==> config.mk <==
export PLATFORM = sky130hd
export DESIGN_NAME = string_to_long_parser
export DESIGN_NICKNAME = d
export VERILOG_FILES = /design/src/design/stl_pkg.sv /design/src/design/string_to_long_parser.sv /design/src/design/stl_acc_unit.sv /design/src/design/stl_conv_core.sv
export SDC_FILE = /design/constraint.sdc
export NUM_CORES = 2
export LEC_CHECK = 0
export BUFFER_PORTS_ARGS = -buffer_cell sky130_fd_sc_hd__buf_4
export CORE_MARGIN = 8
export CORE_UTILIZATION = 59
export CTS_CLUSTER_DIAMETER = 60
export DETAILED_ROUTE_END_ITERATION = 8
export PLACE_DENSITY = 0.8
export REMOVE_ABC_BUFFERS = 1
export SYNTH_ARGS = -nofsm -noshare
export SYNTH_HDL_FRONTEND = slang
export SYNTH_SLANG_ARGS = --single-unit
==> constraint.sdc <==
create_clock -name i_clk -period 13.8 [get_ports i_clk]
set_input_delay 0.69 -clock i_clk [delete_from_list [all_inputs] [get_ports i_clk]]
set_output_delay 0.69 -clock i_clk [all_outputs]
set_load 0.02 [all_outputs]
==> src/design/stl_pkg.sv <==
// Package for the streaming string-to-integer converter.
// Holds widths, phase codes, character and radix constants and the
// character classification functions. No dependencies.
package stl_pkg;

    localparam int CHAR_W        = 8;
    localparam int BASE_W        = 6;
    localparam int VALUE_W       = 64;
    localparam int OFFSET_W      = 13;
    localparam int PHASE_W       = 3;
    localparam int PROD_W        = VALUE_W + BASE_W + 1;
    localparam int MAX_CHARS_DEF = 4096;

    localparam logic [PHASE_W-1:0] PH_SPACE  = 3'd0;
    localparam logic [PHASE_W-1:0] PH_SIGNED = 3'd1;
    localparam logic [PHASE_W-1:0] PH_ZERO   = 3'd2;
    localparam logic [PHASE_W-1:0] PH_HEXPFX = 3'd3;
    localparam logic [PHASE_W-1:0] PH_DIGITS = 3'd4;
    localparam logic [PHASE_W-1:0] PH_DONE   = 3'd5;

    localparam logic [CHAR_W-1:0] CH_SPACE = 8'h20;
    localparam logic [CHAR_W-1:0] CH_TAB   = 8'h09;
    localparam logic [CHAR_W-1:0] CH_CR    = 8'h0D;
    localparam logic [CHAR_W-1:0] CH_PLUS  = 8'h2B;
    localparam logic [CHAR_W-1:0] CH_MINUS = 8'h2D;
    localparam logic [CHAR_W-1:0] CH_ZERO  = 8'h30;
    localparam logic [CHAR_W-1:0] CH_NINE  = 8'h39;
    localparam logic [CHAR_W-1:0] CH_UP_A  = 8'h41;
    localparam logic [CHAR_W-1:0] CH_UP_X  = 8'h58;
    localparam logic [CHAR_W-1:0] CH_UP_Z  = 8'h5A;
    localparam logic [CHAR_W-1:0] CH_LO_A  = 8'h61;
    localparam logic [CHAR_W-1:0] CH_LO_X  = 8'h78;
    localparam logic [CHAR_W-1:0] CH_LO_Z  = 8'h7A;

    localparam logic [BASE_W-1:0] BASE_AUTO = 6'd0;
    localparam logic [BASE_W-1:0] BASE_MIN  = 6'd2;
    localparam logic [BASE_W-1:0] BASE_OCT  = 6'd8;
    localparam logic [BASE_W-1:0] BASE_DEC  = 6'd10;
    localparam logic [BASE_W-1:0] BASE_HEX  = 6'd16;
    localparam logic [BASE_W-1:0] BASE_MAX  = 6'd36;
    localparam logic [BASE_W-1:0] DIGIT_NONE = 6'd63;
    localparam logic [BASE_W-1:0] DIGIT_TEN  = 6'd10;

    localparam logic [VALUE_W-1:0] VALUE_MAX = {1'b0, {(VALUE_W-1){1'b1}}};
    localparam logic [VALUE_W-1:0] VALUE_MIN = {1'b1, {(VALUE_W-1){1'b0}}};

    function automatic logic [BASE_W-1:0] digit_value(input logic [CHAR_W-1:0] c);
        logic [BASE_W-1:0] d;
        d = DIGIT_NONE;
        if (c >= CH_ZERO && c <= CH_NINE) begin
            d = BASE_W'(c - CH_ZERO);
        end else if (c >= CH_UP_A && c <= CH_UP_Z) begin
            d = BASE_W'(c - CH_UP_A) + DIGIT_TEN;
        end else if (c >= CH_LO_A && c <= CH_LO_Z) begin
            d = BASE_W'(c - CH_LO_A) + DIGIT_TEN;
        end
        return d;
    endfunction

    function automatic logic is_space(input logic [CHAR_W-1:0] c);
        return (c == CH_SPACE) || (c >= CH_TAB && c <= CH_CR);
    endfunction

endpackage

==> src/design/string_to_long_parser.sv <==
// Streaming string-to-integer converter, top level: handshakes, radix
// register and input word register. Uses stl_pkg and stl_conv_core.
//
// One character word is taken per clock and one result word is given for each, after
// it passes the input register and then the result register; the sustained rate
// is one word per cycle while the output side keeps taking. The cycle is set by the
// per-character step: a 64 by 6 bit multiply of the accumulator by the radix, the digit
// add and the saturation compare. The radix register is sampled when the first
// character after whitespace and sign is processed; write it only while idle.
module string_to_long_parser #(
    parameter int MAX_CHARS = stl_pkg::MAX_CHARS_DEF
) (
    input  logic                         i_clk,
    input  logic                         i_rst_n,
    input  logic                         i_cfg_valid,
    output logic                         o_cfg_ready,
    input  logic [stl_pkg::BASE_W-1:0]   i_number_base,
    input  logic                         i_in_valid,
    output logic                         o_in_ready,
    input  logic [stl_pkg::CHAR_W-1:0]   i_char_code,
    input  logic                         i_start_string,
    output logic                         o_out_valid,
    input  logic                         i_out_ready,
    output logic [stl_pkg::VALUE_W-1:0]  o_value,
    output logic                         o_range_error,
    output logic                         o_finished,
    output logic [stl_pkg::OFFSET_W-1:0] o_end_offset,
    output logic                         o_any_digits
);

    logic [stl_pkg::BASE_W-1:0] r_number_base;
    logic                       r_in_valid;
    logic [stl_pkg::CHAR_W-1:0] r_char_code;
    logic                       r_start_string;
    logic                       r_out_valid;
    logic                       fire;
    logic                       in_take;

    assign fire        = r_in_valid && (!r_out_valid || i_out_ready);
    assign o_in_ready  = !r_in_valid || fire;
    assign in_take     = i_in_valid && o_in_ready;
    assign o_cfg_ready = 1'b1;
    assign o_out_valid = r_out_valid;

    always_ff @(posedge i_clk) begin
        if (!i_rst_n) begin
            r_number_base <= stl_pkg::BASE_AUTO;
            r_in_valid    <= 1'b0;
            r_out_valid   <= 1'b0;
        end else begin
            if (i_cfg_valid) begin
                r_number_base <= i_number_base;
            end
            if (in_take) begin
                r_in_valid <= 1'b1;
            end else if (fire) begin
                r_in_valid <= 1'b0;
            end
            if (fire) begin
                r_out_valid <= 1'b1;
            end else if (i_out_ready) begin
                r_out_valid <= 1'b0;
            end
        end
    end

    // hold the accepted word until the core takes it
    always_ff @(posedge i_clk) begin
        if (in_take) begin
            r_char_code    <= i_char_code;
            r_start_string <= i_start_string;
        end
    end

    stl_conv_core #(
        .MAX_CHARS (MAX_CHARS)
    ) u_core (
        .i_clk          (i_clk),
        .i_rst_n        (i_rst_n),
        .i_fire         (fire),
        .i_char_code    (r_char_code),
        .i_start_string (r_start_string),
        .i_number_base  (r_number_base),
        .o_value        (o_value),
        .o_range_error  (o_range_error),
        .o_finished     (o_finished),
        .o_end_offset   (o_end_offset),
        .o_any_digits   (o_any_digits)
    );

endmodule

==> src/design/stl_acc_unit.sv <==
// Multiply-add of the accumulator by the radix with saturation check.
// Uses stl_pkg for widths and limits.
module stl_acc_unit (
    input  logic [stl_pkg::VALUE_W-1:0] i_acc,
    input  logic [stl_pkg::BASE_W-1:0]  i_base,
    input  logic [stl_pkg::BASE_W-1:0]  i_digit,
    input  logic                        i_negative,
    output logic [stl_pkg::VALUE_W-1:0] o_sum,
    output logic                        o_over
);

    logic [stl_pkg::PROD_W-1:0] prod;
    logic [stl_pkg::PROD_W-1:0] sum;
    logic [stl_pkg::PROD_W-1:0] lim;

    assign prod  = stl_pkg::PROD_W'(i_acc) * stl_pkg::PROD_W'(i_base);
    assign sum   = prod + stl_pkg::PROD_W'(i_digit);
    assign lim   = i_negative ? stl_pkg::PROD_W'(stl_pkg::VALUE_MIN)
                              : stl_pkg::PROD_W'(stl_pkg::VALUE_MAX);
    assign o_over = sum > lim;
    assign o_sum  = sum[stl_pkg::VALUE_W-1:0];

endmodule

==> src/design/stl_conv_core.sv <==
// Conversion state, per-character next-state logic and result register.
// Uses stl_pkg and stl_acc_unit.
module stl_conv_core #(
    parameter int MAX_CHARS = stl_pkg::MAX_CHARS_DEF
) (
    input  logic                         i_clk,
    input  logic                         i_rst_n,
    input  logic                         i_fire,
    input  logic [stl_pkg::CHAR_W-1:0]   i_char_code,
    input  logic                         i_start_string,
    input  logic [stl_pkg::BASE_W-1:0]   i_number_base,
    output logic [stl_pkg::VALUE_W-1:0]  o_value,
    output logic                         o_range_error,
    output logic                         o_finished,
    output logic [stl_pkg::OFFSET_W-1:0] o_end_offset,
    output logic                         o_any_digits
);

    localparam int POS_W = $clog2(MAX_CHARS + 1);
    localparam logic [POS_W-1:0] MAX_POS = POS_W'(MAX_CHARS);

    logic [stl_pkg::PHASE_W-1:0] r_phase, n_phase;
    logic                        r_negative, n_negative;
    logic [stl_pkg::BASE_W-1:0]  r_active_base, n_active_base;
    logic [stl_pkg::VALUE_W-1:0] r_acc, n_acc;
    logic                        r_over, n_over;
    logic [POS_W-1:0]            r_pos, n_pos;
    logic [POS_W-1:0]            r_end_pos, n_end_pos;

    logic [stl_pkg::PHASE_W-1:0] cur_phase;
    logic                        cur_negative;
    logic [stl_pkg::BASE_W-1:0]  cur_base;
    logic [stl_pkg::VALUE_W-1:0] cur_acc;
    logic                        cur_over;
    logic [POS_W-1:0]            cur_pos;
    logic [POS_W-1:0]            cur_end_pos;
    logic [POS_W-1:0]            pos_inc;

    logic [stl_pkg::BASE_W-1:0]  digit;
    logic [stl_pkg::BASE_W-1:0]  take_base;
    logic [stl_pkg::BASE_W-1:0]  cfg_base;
    logic                        take;
    logic                        first;
    logic [stl_pkg::VALUE_W-1:0] sum;
    logic                        sum_over;
    logic [stl_pkg::VALUE_W-1:0] n_value;
    logic [POS_W+stl_pkg::OFFSET_W-1:0] end_ext;

    logic [stl_pkg::VALUE_W-1:0] r_value;
    logic                        r_range_error;
    logic                        r_finished;
    logic [stl_pkg::OFFSET_W-1:0] r_end_offset;
    logic                        r_any_digits;

    assign cur_phase    = i_start_string ? stl_pkg::PH_SPACE : r_phase;
    assign cur_negative = i_start_string ? 1'b0 : r_negative;
    assign cur_base     = i_start_string ? stl_pkg::BASE_AUTO : r_active_base;
    assign cur_acc      = i_start_string ? '0 : r_acc;
    assign cur_over     = i_start_string ? 1'b0 : r_over;
    assign cur_pos      = i_start_string ? '0 : r_pos;
    assign cur_end_pos  = i_start_string ? '0 : r_end_pos;
    assign pos_inc      = cur_pos + POS_W'(1);

    assign digit    = stl_pkg::digit_value(i_char_code);
    assign cfg_base = i_number_base;

    stl_acc_unit u_acc (
        .i_acc      (cur_acc),
        .i_base     (take_base),
        .i_digit    (digit),
        .i_negative (n_negative),
        .o_sum      (sum),
        .o_over     (sum_over)
    );

    always_comb begin
        n_phase       = cur_phase;
        n_negative    = cur_negative;
        n_active_base = cur_base;
        n_acc         = cur_acc;
        n_over        = cur_over;
        n_pos         = cur_pos;
        n_end_pos     = cur_end_pos;
        take          = 1'b0;
        first         = 1'b0;
        take_base     = cur_base;

        if (cur_phase != stl_pkg::PH_DONE) begin
            if (cur_pos >= MAX_POS) begin
                n_phase = stl_pkg::PH_DONE;
            end else begin
                n_pos = pos_inc;
                case (cur_phase)
                    stl_pkg::PH_SPACE: begin
                        if (stl_pkg::is_space(i_char_code)) begin
                            n_phase = cur_phase;
                        end else if (i_char_code == stl_pkg::CH_MINUS) begin
                            n_negative = 1'b1;
                            n_phase    = stl_pkg::PH_SIGNED;
                        end else if (i_char_code == stl_pkg::CH_PLUS) begin
                            n_phase = stl_pkg::PH_SIGNED;
                        end else begin
                            first = 1'b1;
                        end
                    end
                    stl_pkg::PH_SIGNED: begin
                        first = 1'b1;
                    end
                    stl_pkg::PH_ZERO: begin
                        if (i_char_code == stl_pkg::CH_LO_X ||
                            i_char_code == stl_pkg::CH_UP_X) begin
                            n_active_base = stl_pkg::BASE_HEX;
                            n_phase       = stl_pkg::PH_HEXPFX;
                        end else begin
                            take_base = (cur_base == stl_pkg::BASE_AUTO) ?
                                        stl_pkg::BASE_OCT : stl_pkg::BASE_HEX;
                            take      = 1'b1;
                        end
                    end
                    stl_pkg::PH_HEXPFX: begin
                        take_base = stl_pkg::BASE_HEX;
                        take      = 1'b1;
                    end
                    default: begin
                        take = 1'b1;
                    end
                endcase

                if (first) begin
                    if (i_char_code == stl_pkg::CH_ZERO &&
                        (cfg_base == stl_pkg::BASE_AUTO || cfg_base == stl_pkg::BASE_HEX)) begin
                        n_active_base = cfg_base;
                        n_acc         = '0;
                        n_end_pos     = pos_inc;
                        n_phase       = stl_pkg::PH_ZERO;
                    end else begin
                        take_base = (cfg_base == stl_pkg::BASE_AUTO) ?
                                    stl_pkg::BASE_DEC : cfg_base;
                        take      = 1'b1;
                    end
                end

                if (take) begin
                    n_active_base = take_base;
                    if (take_base < stl_pkg::BASE_MIN || take_base > stl_pkg::BASE_MAX ||
                        digit >= take_base) begin
                        n_phase = stl_pkg::PH_DONE;
                    end else begin
                        n_phase   = stl_pkg::PH_DIGITS;
                        n_end_pos = pos_inc;
                        if (!cur_over) begin
                            if (sum_over) begin
                                n_over = 1'b1;
                            end else begin
                                n_acc = sum;
                            end
                        end
                    end
                end
            end
        end
    end

    always_comb begin
        if (n_over) begin
            n_value = n_negative ? stl_pkg::VALUE_MIN : stl_pkg::VALUE_MAX;
        end else begin
            n_value = n_negative ? (~n_acc + stl_pkg::VALUE_W'(1)) : n_acc;
        end
    end

    assign end_ext = {{stl_pkg::OFFSET_W{1'b0}}, n_end_pos};

    always_ff @(posedge i_clk) begin
        if (!i_rst_n) begin
            r_phase       <= stl_pkg::PH_SPACE;
            r_negative    <= 1'b0;
            r_active_base <= stl_pkg::BASE_AUTO;
            r_acc         <= '0;
            r_over        <= 1'b0;
            r_pos         <= '0;
            r_end_pos     <= '0;
        end else if (i_fire) begin
            r_phase       <= n_phase;
            r_negative    <= n_negative;
            r_active_base <= n_active_base;
            r_acc         <= n_acc;
            r_over        <= n_over;
            r_pos         <= n_pos;
            r_end_pos     <= n_end_pos;
        end
    end

    always_ff @(posedge i_clk) begin
        if (i_fire) begin
            r_value       <= n_value;
            r_range_error <= n_over;
            r_finished    <= (n_phase == stl_pkg::PH_DONE);
            r_end_offset  <= end_ext[stl_pkg::OFFSET_W-1:0];
            r_any_digits  <= (n_end_pos != '0);
        end
    end

    assign o_value       = r_value;
    assign o_range_error = r_range_error;
    assign o_finished    = r_finished;
    assign o_end_offset  = r_end_offset;
    assign o_any_digits  = r_any_digits;

endmodule

==> flow_summary.yaml <==
place:
  place_congestion: 0.998
  placed_cell_area_um2: 28300
  dpl.hpwl_um: 74200
  portBuffers: 101
  place_inst: 3917
min_path:
  worstHoldPathType: "primary input to flop"
die:
  io_pins: 103
  core-area_um2: 45300
  rows: 78
  dieArea_um2: 52900
  start_util_pct: 59.6
  die_y_um: 230
  die_w_um: 230
worst_setup_path:
  crit_top_cell: "ha_1"
  slowest_delay_ns: 0.57
  path_max_fanout: 38
  critical_path_class: "flop to flop"
  path_buf_inv: 5
  required_ns: 13.99
  cp-start-kind: "flop"
  critical-path-slowest-cell: "fa_1"
  end_kind: "flop"
  critical_path.top_delay_family: "simple AND/OR/NAND/NOR gates"
  critPathArrivalTime_ns: 13.42
routing:
  dr.pass1.iters: 9
  drc: 0
  ant_nets: 0
  wire_per_inst_um: 23.8
  vias_per_cell: 6.63
  vias: 26200
  first_iter_violations: 3232
  drt_wl_total_um: 94100
pwr:
  power.switching_mw: 0.849
  powerDensity_nw_per_um2: 69.9
  vdd_drop_max_uv: 111
  comb_power_share_pct: 41.8
  switching_share_pct: 42.0
  seq_power_share_pct: 34.0
  power.share.clock_pct: 24.2
  leakagePower_nw: 13.7
  intPower_mw: 1.17
timing:
  slew-limit-headroom_pct: 23.7
  drv_slew: 0
  timing.final.crit_period_ns: 13.23
  finClkSkew_ns: 0.0112
  fmax_ghz: 0.0756
  hold_viol: 0
  tightest_slew_ns: 1.14
  setup_viol: 0
  period_share_pct: 95.8
finish:
  final_cells: 3954
  syn_to_final_growth_pct: 7.12
  drive_above_1_share_pct: 8.92
  nets: 3842
  n_fill_cell: 3991
  stdcell_area_um2: 28900
synthesis:
  ys_seq_area_share_pct: 18.0
  avgSynthCellArea_um2: 8.08
  yosys.area.top_type: "fa_1"
  ys_warn_count: 0
  synth_area_um2: 27000
  ys_ff_latch: 198
  synth_flop_cell: "dfxtp_1"
  ys_async_sr_fraction_pct: 0
  synth_edf_count: 89
  synthCells: 3344
  yosysTopAreaCellShare_pct: 18.7
  synth_cell_type_count: 110
  synth_area_leaders: "fa_1 (19%), ha_1 (11%), edfxtp_1 (9.9%), dfxtp_1 (8.1%), nand2_1 (6.5%)"
clock_network:
  htreeDepth: 4
  clk_latency_ns: 0.46
  cts_made_buffers: 17
  cts_root_buf: "clkbuf_16"
  cts_tree: "done"
  cts.sinks: 198
  path_clk_slew_ns: 0.07
  cts_hold_buf: 0
  cts_buffer_depth: 2
global_route:
  antenna_found_initial: 2
  use_met2_pct: 51.2
  overflow: 0
  busiest_layer: "met2"
  grt_usage_pct: 34.9
  grtUsageMet3_pct: 11.0
  grt_pass1_wl_um: 147000
  grt_max_degree: 140
  use_met1_pct: 47.3
  grt_pass1_vias: 25500
outcome:
  status: "complete, no violations"
flow_run:
  max_cap_violations: 0
-- cell families after synthesis --
logic type      Yosys count  synth area share, %
fa+ha+maj               484                 29.4
flops                   198                 18.0
buf+inv                 410                 6.07
other cells               1               0.0139
xor+xnor                 79                 2.56
compound gates          770                 19.3
simple gates           1377                 23.7
mux                      25                0.936
-- area by class of cell --
type | count | area (um2) | share of cell area, %
diodes | 3 | 7.51 | 0.0259
clock buffers | 19 | 433 | 1.50
clock inverters | 13 | 111 | 0.385
inverters | 209 | 792 | 2.74
multi-input cells | 2736 | 20600 | 71.4
flip-flops and latches | 198 | 4850 | 16.8
well taps | 600 | 751 | 2.59
repair buffers | 176 | 1340 | 4.61
-- path summary, 6_finish.rpt --
| path | to | slack (ns) | cells past startpoint | from |
|---|---|---|---|---|
| worst max-delay path | u_core.o_value[42] | 0.57 | 49 | r_char_code[1] |
| worst min-delay path | r_start_string | 0.41 | 1 | i_start_string |
| worst max register to register | u_core.o_value[42] | 0.57 | 49 | r_char_code[1] |
| worst min register to register | u_core.r_acc[38] | 0.49 | 2 | u_core.r_acc[38] |
-- synth_stat cells (16+ instances only) --
cell,n
buf_2,41
nor3_1,47
nand2b_1,16
a31oi_1,27
and3_1,41
dfxtp_1,109
nor2b_1,62
a21boi_0,24
xnor2_1,47
buf_1,22
or3_1,16
xor2_1,32
edfxtp_1,89
inv_1,207
nand3_1,68
o211a_1,46
mux2i_1,23
nor4_1,24
nand2_1,466
nand4_1,56
o21a_1,19
fa_1,252
a21oi_1,194
o21bai_1,16
a21o_1,41
clkbuf_1,129
a211oi_1,25
o21ai_0,173
ha_1,232
nor3b_1,30
o211ai_1,24
nor2_1,456
a22oi_1,30
and2_1,28
-- power groups by stage --
stage	clock network, mW	logic (mW)	registers (mW)
floorplan	0	0.491	0.718
global placement	0	0.788	0.698
detailed placement	0	0.805	0.699
CTS	0.493	0.810	0.686
global route	0.508	0.903	0.691
finish	0.489	0.845	0.687
-- stage by stage --
step	setup WS, ns	utilization, %	total power [mW]	hold slack, ns	TNS (ns)
3_3_place_gp	0.562	62.4	1.49	0.454	0
6_report	0.574	63.9	2.02	0.410	0
3_5_place_dp	0.394	62.4	1.50	0.474	0
4_1_cts	0.300	63.6	1.99	0.396	0
2_1_floorplan	-0.988	-	1.21	0.444	-27.53
5_1_grt	-0.00955	63.9	2.10	0.407	-0.00955
-- registers in the layout, indices dropped and copies added, names as in the netlist --
signal and flops:
r_number_base 6, u_core.r_acc 64, r_char_code 8, u_core.r_active_base 6
u_core.r_negative 1, u_core.r_over 1, u_core.o_end_offset 13, u_core.r_end_pos 13
o_out_valid 1, r_in_valid 1, u_core.o_finished 1, r_start_string 1
u_core.r_phase 3, u_core.o_value 64, u_core.r_pos 13, u_core.o_range_error 1
u_core.o_any_digits 1
-- cells in the final DEF, fill, tap and decap left out, types with 23 or more instances in the layout --
cell,netlist,routed
o21ai_0,173,172
a211oi_1,25,24
inv_1,207,205
edfxtp_1,89,89
xor2_1,32,31
buf_4,5,173
fa_1,252,252
xnor2_1,47,46
a22oi_1,30,30
nor2_1,456,456
a21oi_1,194,189
dfxtp_1,109,109
nor2b_1,62,61
nand3_1,68,66
and3_1,41,41
nor4_1,24,23
ha_1,232,232
nor3_1,47,47
o211ai_1,24,24
nand2_1,466,466
and2_1,28,28
nand4_1,56,56
a21o_1,41,41
mux2i_1,23,23
o211a_1,46,46
nor3b_1,30,30
a21boi_0,24,24
a31oi_1,27,25
-- metal layers --
| metal | vias to the layer above | share of wire, % |
|---|---|---|
| met4 | 0 | 4.1 |
| met3 | 266 | 13 |
| li1 | 11600 | - |
| met2 | 1631 | 43 |
| met5 | - | 0 |
| met1 | 12700 | 41 |
-- repair_timing --
action	CTS	global route
setup endpoints to repair	0	38
gates resized for setup	0	19
setup buffers	0	2
Power figures use the tool's default switching activity.
